[src/hw/rtl/lr_pkg.sv]
// lr_pkg: shared codes and constants for the line rasterizer
// no dependencies; imported by lr_back, line_rasterizer_with_offset and the bench
package lr_pkg;

    typedef enum logic {
        OP_START = 1'b0,
        OP_NEXT  = 1'b1
    } lr_op_t;

    typedef enum logic {
        REG_OFFSET_X = 1'b0,
        REG_OFFSET_Y = 1'b1
    } lr_reg_t;

    localparam int OFFSET_RESET = -200;
    localparam int APB_DATA_W   = 32;
    localparam int APB_ADDR_W   = 3;
    localparam int QUEUE_DEPTH  = 2;

endpackage

[src/hw/rtl/lr_fifo.sv]
// lr_fifo: small register queue with full/empty flags
// no dependencies; used for the command queue and the result queue
module lr_fifo #(
    parameter int WIDTH = 8,
    parameter int DEPTH = 2
) (
    input  logic             clk,
    input  logic             rst_n,
    input  logic             wr_en,
    input  logic [WIDTH-1:0] wr_data,
    input  logic             rd_en,
    output logic [WIDTH-1:0] rd_data,
    output logic             full,
    output logic             empty
);
    localparam int PTR_W = (DEPTH > 1) ? $clog2(DEPTH) : 1;
    localparam int CNT_W = $clog2(DEPTH + 1);

    logic [WIDTH-1:0] mem [DEPTH];
    logic [PTR_W-1:0] wr_ptr_reg, wr_ptr_next;
    logic [PTR_W-1:0] rd_ptr_reg, rd_ptr_next;
    logic [CNT_W-1:0] count_reg, count_next;
    logic             do_wr, do_rd;

    assign full    = (count_reg == CNT_W'(DEPTH));
    assign empty   = (count_reg == '0);
    assign do_wr   = wr_en && !full;
    assign do_rd   = rd_en && !empty;
    assign rd_data = mem[rd_ptr_reg];

    always_comb
    begin
        wr_ptr_next = wr_ptr_reg;
        rd_ptr_next = rd_ptr_reg;
        count_next  = count_reg;
        if (do_wr)
        begin
            wr_ptr_next = (wr_ptr_reg == PTR_W'(DEPTH - 1)) ? '0 : wr_ptr_reg + 1'b1;
        end
        if (do_rd)
        begin
            rd_ptr_next = (rd_ptr_reg == PTR_W'(DEPTH - 1)) ? '0 : rd_ptr_reg + 1'b1;
        end
        if (do_wr && !do_rd)
        begin
            count_next = count_reg + 1'b1;
        end
        else if (do_rd && !do_wr)
        begin
            count_next = count_reg - 1'b1;
        end
    end

    always_ff @(posedge clk or negedge rst_n)
    begin
        if (!rst_n)
        begin
            wr_ptr_reg <= '0;
            rd_ptr_reg <= '0;
            count_reg  <= '0;
        end
        else
        begin
            wr_ptr_reg <= wr_ptr_next;
            rd_ptr_reg <= rd_ptr_next;
            count_reg  <= count_next;
        end
    end

    always_ff @(posedge clk)
    begin
        if (do_wr)
        begin
            mem[wr_ptr_reg] <= wr_data;
        end
    end

endmodule

[src/hw/rtl/lr_front.sv]
// lr_front: classifies an input beat into a decoded line command
// no dependencies; feeds the command queue in line_rasterizer_with_offset
module lr_front #(
    parameter int COORD_BITS = 12
) (
    input  logic                         opcode,
    input  logic signed [COORD_BITS-1:0] start_x,
    input  logic signed [COORD_BITS-1:0] start_y,
    input  logic signed [COORD_BITS-1:0] end_x,
    input  logic signed [COORD_BITS-1:0] end_y,
    output logic                         cmd_op,
    output logic signed [COORD_BITS-1:0] cmd_x0,
    output logic signed [COORD_BITS-1:0] cmd_y0,
    output logic        [COORD_BITS:0]   cmd_adx,
    output logic        [COORD_BITS:0]   cmd_ady,
    output logic                         cmd_ymaj,
    output logic                         cmd_ydown,
    output logic signed [COORD_BITS+2:0] cmd_err,
    output logic        [COORD_BITS:0]   cmd_steps
);
    logic                         swap;
    logic signed [COORD_BITS-1:0] x1, y1;
    logic signed [COORD_BITS:0]   dx, dy, neg_dy;
    logic        [COORD_BITS:0]   major, minor;

    always_comb
    begin
        swap   = (start_x > end_x);
        cmd_x0 = swap ? end_x   : start_x;
        cmd_y0 = swap ? end_y   : start_y;
        x1     = swap ? start_x : end_x;
        y1     = swap ? start_y : end_y;

        dx     = {x1[COORD_BITS-1], x1} - {cmd_x0[COORD_BITS-1], cmd_x0};
        dy     = {y1[COORD_BITS-1], y1} - {cmd_y0[COORD_BITS-1], cmd_y0};
        neg_dy = -dy;

        cmd_op    = opcode;
        cmd_ydown = dy[COORD_BITS];
        cmd_adx   = dx;
        cmd_ady   = cmd_ydown ? neg_dy : dy;
        cmd_ymaj  = (cmd_ady > cmd_adx);
        major     = cmd_ymaj ? cmd_ady : cmd_adx;
        minor     = cmd_ymaj ? cmd_adx : cmd_ady;
        cmd_steps = major;
        cmd_err   = $signed({1'b0, minor, 1'b0}) - $signed({2'b00, major});
    end

endmodule

[src/hw/rtl/lr_back.sv]
// lr_back: line stepping engine with error term and offset translation
// depends on lr_pkg; reads the command queue and writes the result queue
module lr_back #(
    parameter int COORD_BITS = 12
) (
    input  logic                         clk,
    input  logic                         rst_n,
    input  logic                         cmd_ready,
    input  logic                         cmd_op,
    input  logic signed [COORD_BITS-1:0] cmd_x0,
    input  logic signed [COORD_BITS-1:0] cmd_y0,
    input  logic        [COORD_BITS:0]   cmd_adx,
    input  logic        [COORD_BITS:0]   cmd_ady,
    input  logic                         cmd_ymaj,
    input  logic                         cmd_ydown,
    input  logic signed [COORD_BITS+2:0] cmd_err,
    input  logic        [COORD_BITS:0]   cmd_steps,
    input  logic                         res_full,
    input  logic signed [COORD_BITS-1:0] offset_x,
    input  logic signed [COORD_BITS-1:0] offset_y,
    output logic                         cmd_pop,
    output logic                         res_push,
    output logic signed [COORD_BITS:0]   res_px,
    output logic signed [COORD_BITS:0]   res_py,
    output logic                         res_valid,
    output logic                         res_last
);
    import lr_pkg::*;

    logic signed [COORD_BITS-1:0] cur_x_reg, cur_x_next;
    logic signed [COORD_BITS-1:0] cur_y_reg, cur_y_next;
    logic        [COORD_BITS:0]   adx_reg, adx_next;
    logic        [COORD_BITS:0]   ady_reg, ady_next;
    logic signed [COORD_BITS+2:0] err_reg, err_next;
    logic        [COORD_BITS:0]   steps_reg, steps_next;
    logic                         ymaj_reg, ymaj_next;
    logic                         ydown_reg, ydown_next;
    logic                         active_reg, active_next;

    logic                         minor_step;
    logic signed [COORD_BITS-1:0] y_inc, y_stepped;
    logic signed [COORD_BITS+2:0] two_adx, two_ady;

    assign cmd_pop  = cmd_ready && !res_full;
    assign res_push = cmd_pop;

    always_comb
    begin
        cur_x_next  = cur_x_reg;
        cur_y_next  = cur_y_reg;
        adx_next    = adx_reg;
        ady_next    = ady_reg;
        err_next    = err_reg;
        steps_next  = steps_reg;
        ymaj_next   = ymaj_reg;
        ydown_next  = ydown_reg;
        active_next = active_reg;
        res_valid   = 1'b0;
        res_last    = 1'b0;

        minor_step = (err_reg > 0);
        y_inc      = ydown_reg ? {COORD_BITS{1'b1}} : COORD_BITS'(1);
        y_stepped  = cur_y_reg + y_inc;
        two_adx    = $signed({1'b0, adx_reg, 1'b0});
        two_ady    = $signed({1'b0, ady_reg, 1'b0});

        unique case (cmd_op)
            OP_START:
            begin
                cur_x_next  = cmd_x0;
                cur_y_next  = cmd_y0;
                adx_next    = cmd_adx;
                ady_next    = cmd_ady;
                err_next    = cmd_err;
                steps_next  = cmd_steps;
                ymaj_next   = cmd_ymaj;
                ydown_next  = cmd_ydown;
                active_next = (cmd_steps != '0);
                res_valid   = 1'b1;
                res_last    = (cmd_steps == '0);
            end
            OP_NEXT:
            begin
                if (active_reg)
                begin
                    if (ymaj_reg)
                    begin
                        cur_y_next = y_stepped;
                        cur_x_next = minor_step ? cur_x_reg + 1'b1 : cur_x_reg;
                        err_next   = err_reg + two_adx - (minor_step ? two_ady : '0);
                    end
                    else
                    begin
                        cur_x_next = cur_x_reg + 1'b1;
                        cur_y_next = minor_step ? y_stepped : cur_y_reg;
                        err_next   = err_reg + two_ady - (minor_step ? two_adx : '0);
                    end
                    steps_next  = steps_reg - 1'b1;
                    active_next = (steps_next != '0);
                    res_valid   = 1'b1;
                    res_last    = (steps_next == '0);
                end
            end
            default:
            begin
                res_valid = 1'b0;
            end
        endcase

        res_px = res_valid ? ({cur_x_next[COORD_BITS-1], cur_x_next}
                            + {offset_x[COORD_BITS-1], offset_x}) : '0;
        res_py = res_valid ? ({cur_y_next[COORD_BITS-1], cur_y_next}
                            + {offset_y[COORD_BITS-1], offset_y}) : '0;
    end

    always_ff @(posedge clk or negedge rst_n)
    begin
        if (!rst_n)
        begin
            cur_x_reg  <= '0;
            cur_y_reg  <= '0;
            adx_reg    <= '0;
            ady_reg    <= '0;
            err_reg    <= '0;
            steps_reg  <= '0;
            ymaj_reg   <= 1'b0;
            ydown_reg  <= 1'b0;
            active_reg <= 1'b0;
        end
        else if (cmd_pop)
        begin
            cur_x_reg  <= cur_x_next;
            cur_y_reg  <= cur_y_next;
            adx_reg    <= adx_next;
            ady_reg    <= ady_next;
            err_reg    <= err_next;
            steps_reg  <= steps_next;
            ymaj_reg   <= ymaj_next;
            ydown_reg  <= ydown_next;
            active_reg <= active_next;
        end
    end

endmodule

[src/hw/rtl/line_rasterizer_with_offset.sv]
// line_rasterizer_with_offset: top level of the line rasterizer
// depends on lr_pkg, lr_front, lr_fifo, lr_back
//
//   channel   handshake               beat contents
//   command   push / full             opcode, start_x, start_y, end_x, end_y
//   pixel     empty / pop             pixel_x, pixel_y, pixel_valid, last_pixel
//   config    psel/penable/pwrite     offset_x at 0x0, offset_y at 0x4
//
// one command beat in and one pixel beat out per cycle, sustained while pop is held high
// a pushed command is registered in the command queue, then its pixel in the pixel queue
// a two-entry command queue and a two-entry pixel queue part the sides
// the stepping engine stalls while the command queue is empty or the pixel queue is full
// reset empties both queues, clears the line state and loads offsets of -200
module line_rasterizer_with_offset #(
    parameter int COORD_BITS = 12
) (
    input  logic                              clk,
    input  logic                              rst_n,
    input  logic                              psel,
    input  logic                              penable,
    input  logic                              pwrite,
    input  logic [lr_pkg::APB_ADDR_W-1:0]     paddr,
    input  logic [lr_pkg::APB_DATA_W-1:0]     pwdata,
    output logic [lr_pkg::APB_DATA_W-1:0]     prdata,
    output logic                              pready,
    input  logic                              push,
    output logic                              full,
    input  logic                              opcode,
    input  logic signed [COORD_BITS-1:0]      start_x,
    input  logic signed [COORD_BITS-1:0]      start_y,
    input  logic signed [COORD_BITS-1:0]      end_x,
    input  logic signed [COORD_BITS-1:0]      end_y,
    output logic                              empty,
    input  logic                              pop,
    output logic signed [COORD_BITS:0]        pixel_x,
    output logic signed [COORD_BITS:0]        pixel_y,
    output logic                              pixel_valid,
    output logic                              last_pixel
);
    import lr_pkg::*;

    localparam int CMD_W = 6 * COORD_BITS + 9;
    localparam int RES_W = 2 * COORD_BITS + 4;

    logic signed [COORD_BITS-1:0] offset_x_reg, offset_x_next;
    logic signed [COORD_BITS-1:0] offset_y_reg, offset_y_next;
    logic                         cfg_wr;
    logic                         cfg_sel;

    // config port
    assign pready  = 1'b1;
    assign cfg_wr  = psel && penable && pwrite && pready;
    assign cfg_sel = paddr[2];

    always_comb
    begin
        offset_x_next = offset_x_reg;
        offset_y_next = offset_y_reg;
        if (cfg_wr)
        begin
            unique case (cfg_sel)
                REG_OFFSET_X: offset_x_next = pwdata[COORD_BITS-1:0];
                REG_OFFSET_Y: offset_y_next = pwdata[COORD_BITS-1:0];
                default:      offset_x_next = offset_x_reg;
            endcase
        end
        unique case (cfg_sel)
            REG_OFFSET_X: prdata = {{(APB_DATA_W-COORD_BITS){offset_x_reg[COORD_BITS-1]}},
                                    offset_x_reg};
            REG_OFFSET_Y: prdata = {{(APB_DATA_W-COORD_BITS){offset_y_reg[COORD_BITS-1]}},
                                    offset_y_reg};
            default:      prdata = '0;
        endcase
    end

    always_ff @(posedge clk or negedge rst_n)
    begin
        if (!rst_n)
        begin
            offset_x_reg <= COORD_BITS'(OFFSET_RESET);
            offset_y_reg <= COORD_BITS'(OFFSET_RESET);
        end
        else
        begin
            offset_x_reg <= offset_x_next;
            offset_y_reg <= offset_y_next;
        end
    end

    // front: decode into the command queue
    logic                         f_op;
    logic signed [COORD_BITS-1:0] f_x0, f_y0;
    logic        [COORD_BITS:0]   f_adx, f_ady, f_steps;
    logic                         f_ymaj, f_ydown;
    logic signed [COORD_BITS+2:0] f_err;
    logic [CMD_W-1:0]             cmd_wdata, cmd_rdata;
    logic                         cmd_empty, cmd_pop;

    lr_front #(
        .COORD_BITS (COORD_BITS)
    ) u_front (
        .opcode    (opcode),
        .start_x   (start_x),
        .start_y   (start_y),
        .end_x     (end_x),
        .end_y     (end_y),
        .cmd_op    (f_op),
        .cmd_x0    (f_x0),
        .cmd_y0    (f_y0),
        .cmd_adx   (f_adx),
        .cmd_ady   (f_ady),
        .cmd_ymaj  (f_ymaj),
        .cmd_ydown (f_ydown),
        .cmd_err   (f_err),
        .cmd_steps (f_steps)
    );

    assign cmd_wdata = {f_op, f_x0, f_y0, f_adx, f_ady, f_ymaj, f_ydown, f_err, f_steps};

    lr_fifo #(
        .WIDTH (CMD_W),
        .DEPTH (QUEUE_DEPTH)
    ) u_cmd_q (
        .clk     (clk),
        .rst_n   (rst_n),
        .wr_en   (push),
        .wr_data (cmd_wdata),
        .rd_en   (cmd_pop),
        .rd_data (cmd_rdata),
        .full    (full),
        .empty   (cmd_empty)
    );

    // back: stepping engine into the pixel queue
    logic                         q_op;
    logic signed [COORD_BITS-1:0] q_x0, q_y0;
    logic        [COORD_BITS:0]   q_adx, q_ady, q_steps;
    logic                         q_ymaj, q_ydown;
    logic signed [COORD_BITS+2:0] q_err;
    logic                         res_push, res_full;
    logic signed [COORD_BITS:0]   res_px, res_py;
    logic                         res_valid, res_last;
    logic [RES_W-1:0]             res_wdata, res_rdata;

    assign {q_op, q_x0, q_y0, q_adx, q_ady, q_ymaj, q_ydown, q_err, q_steps} = cmd_rdata;

    lr_back #(
        .COORD_BITS (COORD_BITS)
    ) u_back (
        .clk       (clk),
        .rst_n     (rst_n),
        .cmd_ready (!cmd_empty),
        .cmd_op    (q_op),
        .cmd_x0    (q_x0),
        .cmd_y0    (q_y0),
        .cmd_adx   (q_adx),
        .cmd_ady   (q_ady),
        .cmd_ymaj  (q_ymaj),
        .cmd_ydown (q_ydown),
        .cmd_err   (q_err),
        .cmd_steps (q_steps),
        .res_full  (res_full),
        .offset_x  (offset_x_reg),
        .offset_y  (offset_y_reg),
        .cmd_pop   (cmd_pop),
        .res_push  (res_push),
        .res_px    (res_px),
        .res_py    (res_py),
        .res_valid (res_valid),
        .res_last  (res_last)
    );

    assign res_wdata = {res_px, res_py, res_valid, res_last};

    lr_fifo #(
        .WIDTH (RES_W),
        .DEPTH (QUEUE_DEPTH)
    ) u_res_q (
        .clk     (clk),
        .rst_n   (rst_n),
        .wr_en   (res_push),
        .wr_data (res_wdata),
        .rd_en   (pop),
        .rd_data (res_rdata),
        .full    (res_full),
        .empty   (empty)
    );

    assign {pixel_x, pixel_y, pixel_valid, last_pixel} = res_rdata;

    // checks
    a_res_no_overflow: assert property (@(posedge clk) disable iff (!rst_n)
        res_push |-> !res_full)
        else $error("pixel beat pushed into a full queue");

    a_cmd_no_underflow: assert property (@(posedge clk) disable iff (!rst_n)
        cmd_pop |-> !cmd_empty)
        else $error("command taken from an empty queue");

    a_last_is_valid: assert property (@(posedge clk) disable iff (!rst_n)
        (!empty && last_pixel) |-> pixel_valid)
        else $error("last pixel flagged on an invalid beat");

    a_invalid_is_zero: assert property (@(posedge clk) disable iff (!rst_n)
        (!empty && !pixel_valid) |-> (pixel_x == '0 && pixel_y == '0))
        else $error("invalid beat carries a coordinate");

endmodule

[config.mk]
export PLATFORM = sky130hd
export DESIGN_NAME = line_rasterizer_with_offset
export DESIGN_NICKNAME = d
export VERILOG_FILES = /design/src/hw/rtl/lr_pkg.sv /design/src/hw/rtl/lr_fifo.sv /design/src/hw/rtl/lr_front.sv /design/src/hw/rtl/lr_back.sv /design/src/hw/rtl/line_rasterizer_with_offset.sv
export SDC_FILE = /design/constraint.sdc
export NUM_CORES = 1
export LEC_CHECK = 0
export ABC_CLOCK_PERIOD_IN_PS = 4200
export BUFFER_PORTS_ARGS = -buffer_cell sky130_fd_sc_hd__buf_2
export CAP_MARGIN = 20
export CORE_MARGIN = 5
export CORE_UTILIZATION = 50
export CTS_BUF_LIST = sky130_fd_sc_hd__clkbuf_4
export DETAILED_ROUTE_END_ITERATION = 6
export PLACE_DENSITY_LB_ADDON = 0.15
export SYNTH_ARGS = -nofsm -noshare
export SYNTH_HDL_FRONTEND = slang
export SYNTH_SLANG_ARGS = --single-unit
[constraint.sdc]
create_clock -name clk -period 4.2 [get_ports clk]
set_clock_uncertainty 0.05 [all_clocks]
set_input_delay 0.42 -clock clk [delete_from_list [all_inputs] [get_ports clk]]
set_output_delay 0.42 -clock clk [all_outputs]
set_load 0.005 [all_outputs]
-- Yosys cells after proc, flatten, opt, wreduce, memory -nomap -nowiden
Memory sizes are Yosys's and may differ from the RTL's.
Index checks and enable logic that the tools add are counted.
- reduce and logical (&&, ||, !) cells: 31
- $lt $le $gt $ge: 3
- muxes and demuxes: 44
- shift-type cells: 0
- add/sub/neg operators: 21
- div/mod/pow operators: 0
- multiply operators: 0
- equality and inequality tests: 3
- bitwise operators: 2
- operators by type and width (kind ; number):
    $mux 12 ; 11
    $mux 13 ; 6
    $pmux 32 s2 ; 1
    $pmux 12 s2 ; 2
    $add 15x14->15 ; 2
    $mux 15 ; 2
    $pmux 15 s2 ; 1
    $sub 15x15->15 ; 2
    $mux 14 ; 2
    $add 12x12->13 ; 2
    $logic_not 13->1 ; 2
    $pmux 13 s2 ; 1
    $reduce_bool 13->1 ; 2
    $sub 12x12->13 ; 2
    $gt 15x1->1 const B ; 1
    $sub 14x13->15 ; 1
    $gt 13x13->1 ; 1
    $neg 13->13 ; 1
    $sub 13x1->13 const B ; 1
    $add 12x1->12 const B ; 1
    $add 12x12->12 ; 1
    $gt 12x12->1 ; 1
    $logic_and 1x1->1 ; 11
    $mux 1 ; 11
    other kinds (12) ; 36
- logic and storage cells: 123
- RAM bits: 218
- input bits: 91
- flip-flop bits (word level): 113
- latch bits: 0
- bits in read-only memories: 0
- output and inout port bits: 63
- memories: 2
- memory list (name ; depth ; width ; rd ports ; clocked after Yosys merged registers in ; wr ports ; RTL line ; source):
    u_cmd_q.mem ; 2 ; 81 ; 1 ; 0 ; 1 ; lr_fifo.sv:19 ; logic [WIDTH-1:0] mem [DEPTH];
    u_res_q.mem ; 2 ; 28 ; 1 ; 0 ; 1 ; lr_fifo.sv:19 ;

-- Logic depth before layout (Yosys ltp)
Gate-level depths: netlist of the first run.
- word-level depth: 8
- gate-level depth with buffers: 45
- gate-level depth less buffers: 39

-- By module
Synthesis of the first run repeated with hierarchy kept, for this count alone.
- cells, all modules: 2127
- area total of the unflattened synthesis: 22286.4 sq um
- by module, submodules not included (module ; times used ; cells each ; area an instance (sq um) ; sequential area each (sq um)):
    lr_back ; 1 ; 1034 ; 8232.9 ; 2026.9
    lr_fifo (u_cmd_q) ; 1 ; 271 ; 6441.2 ; 4964.8
    lr_front ; 1 ; 628 ; 4057.6 ; 0.0
    lr_fifo (u_res_q) ; 1 ; 106 ; 2264.7 ; 1781.7
    line_rasterizer_with_offset ; 1 ; 88 ; 1290.0 ; 618.1

-- Worst setup path after synthesis of the first run
OpenSTA, ideal clock, no wires.
- path type: in2reg
- start: in end_x[9]
- end: mem u_cmd_q.mem[0][27] in the netlist's numbering (data pin)
- library setup time: 0.184 ns
- required time: 3.966 ns
- data arrival time: 8.751 ns
- slack: -4.785 ns
- stages on the path: 44
- path buffers: 7
- cell sequence: inv_1 > ha_1 > buf_2 > nand4_1 > or3_4 > nor2_1 > a21oi_4 > clkbuf_1 > clkbuf_1 > clkbuf_1 > o21a_1 > ha_1 > a21o_1 > o31ai_1 > nor4b_4 > o211ai_1 > maj3_1 > mux2i_1 > [... 8 more ...] > nand2_1 > o21ai_1 > clkbuf_1 > clkbuf_1 > a21oi_1 > ha_1 > nor2b_1 > o21ai_0 > a21boi_0 > o21ai_0 > a21boi_0 > o21ai_0 > a21boi_0 > o21ai_0 > a21boi_0 > o21ai_0 > nand2b_1 > a211oi_1
- elaborated cells on any way between the ends: 13
- classes of those cells: add/sub: 4; order compare: 2; mux: 7
- RTL lines (item ; RTL line ; source):
    start, declared ; line_rasterizer_with_offset.sv:31 ; input logic signed [COORD_BITS-1:0] end_x,
    $gt 12x12->1 (*) ; lr_front.sv:28 ; swap = (start_x > end_x);
    $mux 12, on equally long branches ; lr_front.sv:32, lr_front.sv:30 ;
    $sub 12x12->13 (*) ; lr_front.sv:35 ; dy = {y1[COORD_BITS-1], y1} - {cmd_y0[COORD_BITS-1], cmd_y0};
    net f_ydown ; line_rasterizer_with_offset.sv:94 ; logic f_ymaj, f_ydown;
    $mux 13 (*) ; lr_front.sv:41 ; cmd_ady = cmd_ydown ? neg_dy : dy;
    net f_ady[10] ; line_rasterizer_with_offset.sv:93 ; logic [COORD_BITS:0] f_adx, f_ady, f_steps;
    $gt 13x13->1 ; lr_front.sv:42 ; cmd_ymaj = (cmd_ady > cmd_adx);
    $mux 13, on equally long branches ; lr_front.sv:44, lr_front.sv:43 ;
    $sub 14x13->15 (*) ; lr_front.sv:46 ; cmd_err = $signed({1'b0, minor, 1'b0}) - $signed({2'b00, major});
    net f_err[14] ; line_rasterizer_with_offset.sv:95 ; logic signed [COORD_BITS+2:0] f_err;
    end, declared ; lr_fifo.sv:19 ;
The timed path passes the listed nets; every way through them passes the cells marked *.

-- Worst setup path in the final report of the first run
- start: in end_x[9]
- end: mem u_cmd_q.mem[0][25] in the netlist's numbering (data pin)
- word-level cells in the longest chain between the ends: 8
- elaborated cells on any way between the ends: 13
- classes of those cells: add/sub: 4; order compare: 2; mux: 7
- RTL lines (item ; RTL line ; source):
    $gt 12x12->1 (*) ; lr_front.sv:28 ;
    $mux 12, on equally long branches ; lr_front.sv:32, lr_front.sv:30 ;
    $sub 12x12->13 (*) ; lr_front.sv:35 ;
    $neg 13->13 ; lr_front.sv:36 ; neg_dy = -dy;
    $mux 13 (*) ; lr_front.sv:41 ;
    net f_ady[4] ; line_rasterizer_with_offset.sv:93 ;
    $gt 13x13->1 (*) ; lr_front.sv:42 ;
    $mux 13 (*) ; lr_front.sv:43 ; major = cmd_ymaj ? cmd_ady : cmd_adx;
    net f_steps[1] ; line_rasterizer_with_offset.sv:93 ;
    $sub 14x13->15 (*) ; lr_front.sv:46 ;
    net f_err[12] ; line_rasterizer_with_offset.sv:95 ;
Marked as above.

==> summary.md, run 1 <==
| Metric | Value |
|---|---|
| Xor/xnor share of the synthesized area | 0.0466 |
| Crit path from | end_x[9] |
| Wire per inst | 18.2 um |
| Worst Reg-to-Reg Cells | 21 |
| Area of the multi-input gates | 0.0115 sq mm |
| Max Cap Violations | 0 |
| Core area | 0.0406 sq mm |
| Die width | 212 um |
| CTS tree | built |
| Worst setup margin | -3030 ps |
| Unrepaired setup endpoints after global routing | true |
| Register area share after synthesis | 0.455 |
| Required time worst endpoint | 4610 ps |
| Post-Syn Area | 0.0205 sq mm |
| Syn-to-layout area delta | 39.5% |
| Hold crit path type | primary input to register |
| Top FF cell, synth | edfxtp_1 |
| Share of cells above drive strength 1 | 0.411 |
| Syn. warnings | 0 |
| Critical path's slowest cell | or3_4 |
| Syn Inst Count | 2035 |
| Worst-path clk slew | 70 ps |
| DR iter-0 viols | 1070 |
| DRT Wirelength | 60100 um |
| Syn_nets | 2261 |
| Crit-path max FO | 7 |
| Sequential Area | 0.00934 sq mm |
| Drt first pass iters | 5 |
| Routed Antenna Nets | 0 |
| Final Hold Vio Count | 0 |
| Critical R2R Launch | u_back.err_reg[4] |
| Outcome | finished with violations |
| Fin. max-slew vios | 0 |
| Routed vias | 17.8k |
| Worst path max stage delay | 460 ps |
| Crit Path Class | primary input to register |
| Largest family of logic cells by synthesized area | compound AO/OA/AOI/OAI gates |
| Hold Path Sink | u_cmd_q.mem[0][59] |
| Die ar. | 0.0451 sq mm |
| GRT Residual Overflow | 0 |
| Async S/R FF share, synth | 0.343 |
| Internal reg-to-reg setup slack | -310 ps |
| Reg2reg end | u_back.err_reg[13] |
| Worst hold slack | 94.4 ps |
| Critical Path Sink Type | register |
| Mean Syn Cell Area | 10.1 sq um |
| Compound-Gate Fraction of Synth Area | 0.132 |
| DRC violations left | 0 |
| Clock sink count | 329 |
| CTS root buf | clkbuf_4 |
| Vias in the first global route | 17.8k |
| Overall Global Routing Usage | 0.256 |
| CTS H-tree lvls | 3 |
| Vias per Instance | 5.38 |
| Final cell count without fillers | 3307 |
| Tmin final | 7230 ps |
| Synth Register Bits | 329 |
| Adder-cell share of the synthesized area | 0.0995 |
| Layout Nets | 2931 |
| Row count | 74 |
| RD Place Congestion | 0.890 |
| Die Height | 212 um |
| Clock latency on the worst-skew pair | 790 ps |
| Hold Crit Start | end_y[3] |
| Failing checks | negative setup slack |
| Worst-margin pin slew | 1010 ps |
| Max reg flops | 160 |
| Peak Freq | 138 MHz |
| CTS Buf Count | 84 |
| Largest net degree at the start of global routing | 75 |
| Unique cell type count in the Yosys netlist | 82 |
| Hpwl dp | 39900 um |
| Final design utilization | 0.703 |
| CP arrival | 7640 ps |
| Port-buffer cells | 130 |
| Initial antenna violation count | 2 |
| Setup-failing EPs final | 73 |
| Post-place setup slack | -3700 ps |
| Most frequent cells in the layout | buf_4, edfxtp_1, nand2_1 |
| Max Root-Sink Buffers | 3 |
| Slew headroom | 0.328 |
| Post-synth EDFFs | 216 |
| Simple logic cell fraction of the synthesized area | 0.121 |
| CP Launch Type | primary input |
| Io pins | 154 |
| Fin crit share | 1.72 |
| Filler cells | 2881 |
| Initial Util | 0.504 |
| Commonest non-fill, non-tap cell in the layout | buf_4 |
| Hold path depth | 4 |
| Placed cells | 2968 |
| Mux share of post-synthesis cell area | 0.0877 |
| First-pass GRT wire length | 92100 um |
timing repair:
item	4_1_cts	5_1_grt
endpoints found under the hold margin	91	4
endpoints found under the setup margin	85	101
hold buffers	20	1
cloned	1	1
setup buffers	143	76
pin swaps	108	154
gates resized for setup	191	183
cells in the mapped netlist (4+ instances only):
cell type / count / area [sq um]
edfxtp_1: 216 / 6490
nand2_1: 203 / 762
inv_1: 199 / 747
nor2_1: 186 / 698
a21oi_1: 147 / 736
o21ai_0: 119 / 596
ha_1: 103 / 1290
dfrtp_1: 99 / 2480
mux2i_1: 97 / 971
xnor2_1: 83 / 727
mux2_2: 72 / 811
clkbuf_1: 54 / 203
fa_1: 32 / 641
nand3_1: 28 / 140
nor2b_1: 28 / 175
nor3_1: 26 / 130
xor2_1: 26 / 228
nand2b_1: 23 / 144
buf_4: 22 / 165
o211ai_1: 19 / 143
o21bai_1: 19 / 143
a21boi_0: 17 / 128
a211oi_1: 15 / 113
dfstp_2: 14 / 368
buf_1: 13 / 48.8
a21o_1: 12 / 90.1
nand4_1: 12 / 75.1
maj3_1: 11 / 110
o21a_1: 11 / 82.6
o22ai_1: 9 / 56.3
and2_1: 8 / 50.1
o31ai_1: 8 / 60.1
and3_1: 7 / 43.8
nor4_1: 7 / 43.8
a31oi_1: 6 / 37.5
or3_1: 6 / 37.5
o41ai_1: 5 / 43.8
nand3b_1: 4 / 30.0
stage by stage:
stage	area (sq um)	TNS, ps
detailed placement	24500	-164710
finish	28600	-106890
CTS	27500	-93410
global placement	24400	-145910
global route	28600	-117950
floorplan	20900	-136490
per-layer routing:
layer,global-route usage,vias to the layer above,part of all wire
met3,0.0419,98,0.053
met4,0.0883,0,0.026
li1,-,8530,-
met5,0,-,0
met2,0.428,519,0.49
met1,0.341,8630,0.43
how the worst max path moves through the flow:
stage          slack [ps]                  to
2_1_floorplan       -3620  u_cmd_q.mem[0][25]
4_1_cts             -2710  u_cmd_q.mem[0][25]
3_3_place_gp        -3440  u_cmd_q.mem[0][25]
3_5_place_dp        -3700  u_cmd_q.mem[0][25]
5_1_grt             -3160  u_cmd_q.mem[0][25]
6_report            -3030  u_cmd_q.mem[0][25]
kinds of logic after synthesis:
| group | after synthesis |
|---|---|
| buffers and inverters | 292 |
| DFF | 329 |
| AOI/OAI and AO/OA | 435 |
| adders and majority gates | 146 |
| other | 1 |
| and+or+nand+nor | 553 |
| xor gates and xnor gates | 109 |
| muxes | 170 |
worst max-delay path: cells and delay by family:
kind / cells / cell delay [ps]
AOI/OAI and AO/OA: 19 / 2740
adders and majority gates: 5 / 1460
xor gates and xnor gates: 2 / 370
buffers and inverters: 7 / 810
muxes: 1 / 170
and+or+nand+nor: 7 / 1650
cell type report:
cell class / count / share of cell area
inverters: 201 / 0.0271
flip-flops and latches: 329 / 0.327
clock inverters: 31 / 0.00827
well taps: 532 / 0.0233
diodes: 2 / 0.000175
clock buffers: 123 / 0.0323
repair buffers: 674 / 0.180
multi-input cells: 1415 / 0.402
Power of run 1 is left out: the tool's default activity adds up to more than one toggle a clock period on the data nets, which glitch-free logic cannot reach.
==> inputs of run 2 (changes only) <==
--- a/config.mk
+++ b/config.mk
@@ -12,7 +12,7 @@
 export CORE_UTILIZATION = 50
 export CTS_BUF_LIST = sky130_fd_sc_hd__clkbuf_4
 export DETAILED_ROUTE_END_ITERATION = 6
-export PLACE_DENSITY_LB_ADDON = 0.15
+export PLACE_DENSITY = 0.79
 export SYNTH_ARGS = -nofsm -noshare
 export SYNTH_HDL_FRONTEND = slang
 export SYNTH_SLANG_ARGS = --single-unit
==> summary.md, run 2 (synthesis results as in run 1) <==
| Metric | Value |
|---|---|
| Overall Global Routing Usage | 0.265 (was 0.256) |
| DRT Wirelength | 73000 um (was 60100 um) |
| Row count | 74 (unchanged) |
| Clock latency on the worst-skew pair | 740 ps (was 790 ps) |
| Worst-path clk slew | 90 ps (was 70 ps) |
| Hold path depth | 3 (was 4) |
| Clock sink count | 329 (unchanged) |
| DR iter-0 viols | 2419 (was 1070) |
| Worst path max stage delay | 470 ps (was 460 ps) |
| Max Cap Violations | 0 (unchanged) |
| Internal reg-to-reg setup slack | -370 ps (was -310 ps) |
| Initial antenna violation count | 2 (unchanged) |
| Unrepaired setup endpoints after global routing | true (unchanged) |
| Worst-margin pin slew | 1110 ps (was 1010 ps) |
| Wire per inst | 22.3 um (was 18.2 um) |
| Max reg flops | 160 (unchanged) |
| Hpwl dp | 41000 um (was 39900 um) |
| Tmin final | 7740 ps (was 7230 ps) |
| DRC violations left | 1 (was 0) |
| Required time worst endpoint | 4650 ps (was 4610 ps) |
| Max Root-Sink Buffers | 3 (unchanged) |
| Placed cells | 2948 (was 2968) |
| Fin crit share | 1.84 (was 1.72) |
| Drt first pass iters | 7 (was 5) |
| Setup-failing EPs final | 84 (was 73) |
| Crit Path Class | primary input to register (unchanged) |
| Vias per Instance | 5.94 (was 5.38) |
| Port-buffer cells | 130 (unchanged) |
| Die width | 212 um (unchanged) |
| Critical path's slowest cell | a21oi_4 (was or3_4) |
| CP Launch Type | primary input (unchanged) |
| Final cell count without fillers | 3277 (was 3307) |
| Crit-path max FO | 5 (was 7) |
| Syn-to-layout area delta | 38.8% (was 39.5%) |
| Layout Nets | 2904 (was 2931) |
| Final Hold Vio Count | 0 (unchanged) |
| Most frequent cells in the layout | buf_4, edfxtp_1, nand2_1 (unchanged) |
| Share of cells above drive strength 1 | 0.413 (was 0.411) |
| CTS Buf Count | 82 (was 84) |
| CP arrival | 8190 ps (was 7640 ps) |
| Commonest non-fill, non-tap cell in the layout | buf_4 (unchanged) |
| Outcome | finished with violations (unchanged) |
| GRT Residual Overflow | 0 (unchanged) |
| CTS root buf | clkbuf_4 (unchanged) |
| Die Height | 212 um (unchanged) |
| Peak Freq | 129 MHz (was 138 MHz) |
| Routed vias | 19.5k (was 17.8k) |
| Io pins | 154 (unchanged) |
| Worst setup margin | -3540 ps (was -3030 ps) |
| Critical Path Sink Type | register (unchanged) |
| Core area | 0.0406 sq mm (unchanged) |
| First-pass GRT wire length | 95700 um (was 92100 um) |
| Hold crit path type | primary input to register (unchanged) |
| Vias in the first global route | 18.6k (was 17.8k) |
| Failing checks | design-rule violations, negative setup slack (was negative setup slack) |
| RD Place Congestion | 0.921 (was 0.890) |
| Worst Reg-to-Reg Cells | 22 (was 21) |
| Slew headroom | 0.258 (was 0.328) |
| Die ar. | 0.0451 sq mm (unchanged) |
| Initial Util | 0.504 (unchanged) |
| CTS H-tree lvls | 3 (unchanged) |
| CTS tree | built (unchanged) |
| Fin. max-slew vios | 0 (unchanged) |
| Largest net degree at the start of global routing | 81 (was 75) |
| Routed Antenna Nets | 0 (unchanged) |
==> run 2: cell count changes in the layout (fill, tap and decap cells not counted), moves of 6 or more <==
cell	delta
nor2_1	-7
buf_4	-11
buf_6	-10
dlygate4sd3_1	-6
inv_2	-6
==> run 2: routing by layer <==
metal	global-route usage	vias to the layer above	wire, um
met5	0	-	0
met4	0.124	0	5970
met1	0.328	9186	24800
met2	0.462	1376	35500
li1	-	8447	-
met3	0.0360	472	6760
==> run 2: stage by stage <==
step / cell area [sq um] / hold slack (ps) / setup slack (ps) / setup TNS (ps) / util
floorplan: 20900 / 74.4 / -3620 / -136490 / -
global placement: 24300 / 432 / -3400 / -141170 / 0.597
detailed placement: 24300 / 447 / -3730 / -162560 / 0.597
CTS: 26900 / 22.9 / -2670 / -86250 / 0.662
global route: 28400 / 50.9 / -3710 / -144700 / 0.700
finish: 28400 / 32.7 / -3540 / -136950 / 0.700
==> run 2: final timing paths <==
kind | from | end
worst min-delay path | push | u_cmd_q.wr_ptr_reg
min in group asynchronous | rst_n | u_back.steps_reg[5]
worst max-delay path | end_x[1] | u_cmd_q.mem[1][25]
max in group asynchronous | rst_n | u_back.err_reg[9]
worst min register to register | u_back.cur_x_reg[11] | u_back.cur_x_reg[11]
worst max register to register | u_back.err_reg[5] | u_res_q.mem[0][13]
==> run 2: critical path: cells and delay by family <==
family / cells / cell delay (ps)
fa+ha+maj: 5 / 1440
xor+xnor: 2 / 540
buf+inv: 9 / 1130
compound gates: 20 / 3160
mux: 1 / 180
simple gates: 6 / 1290
==> run 2: repair_timing <==
action,CTS,global route
gates cloned,2,1
buffers inserted,113,76
pin swaps,97,162
endpoints found under the hold margin,66,0
setup endpoints to repair,89,99
gates resized for setup,173,223
hold buffers,15,0
==> run 2: final cells by class <==
type | instances | area, sq um
fillers | 2491 | 12200
multi-input cells | 1415 | 11600
flip-flops and latches | 329 | 9340
repair buffers | 649 | 4930
clock buffers | 121 | 908
inverters | 201 | 785
well taps | 532 | 666
clock inverters | 28 | 174
diodes | 2 | 5.00
Power of run 2 is left out for the same reason.
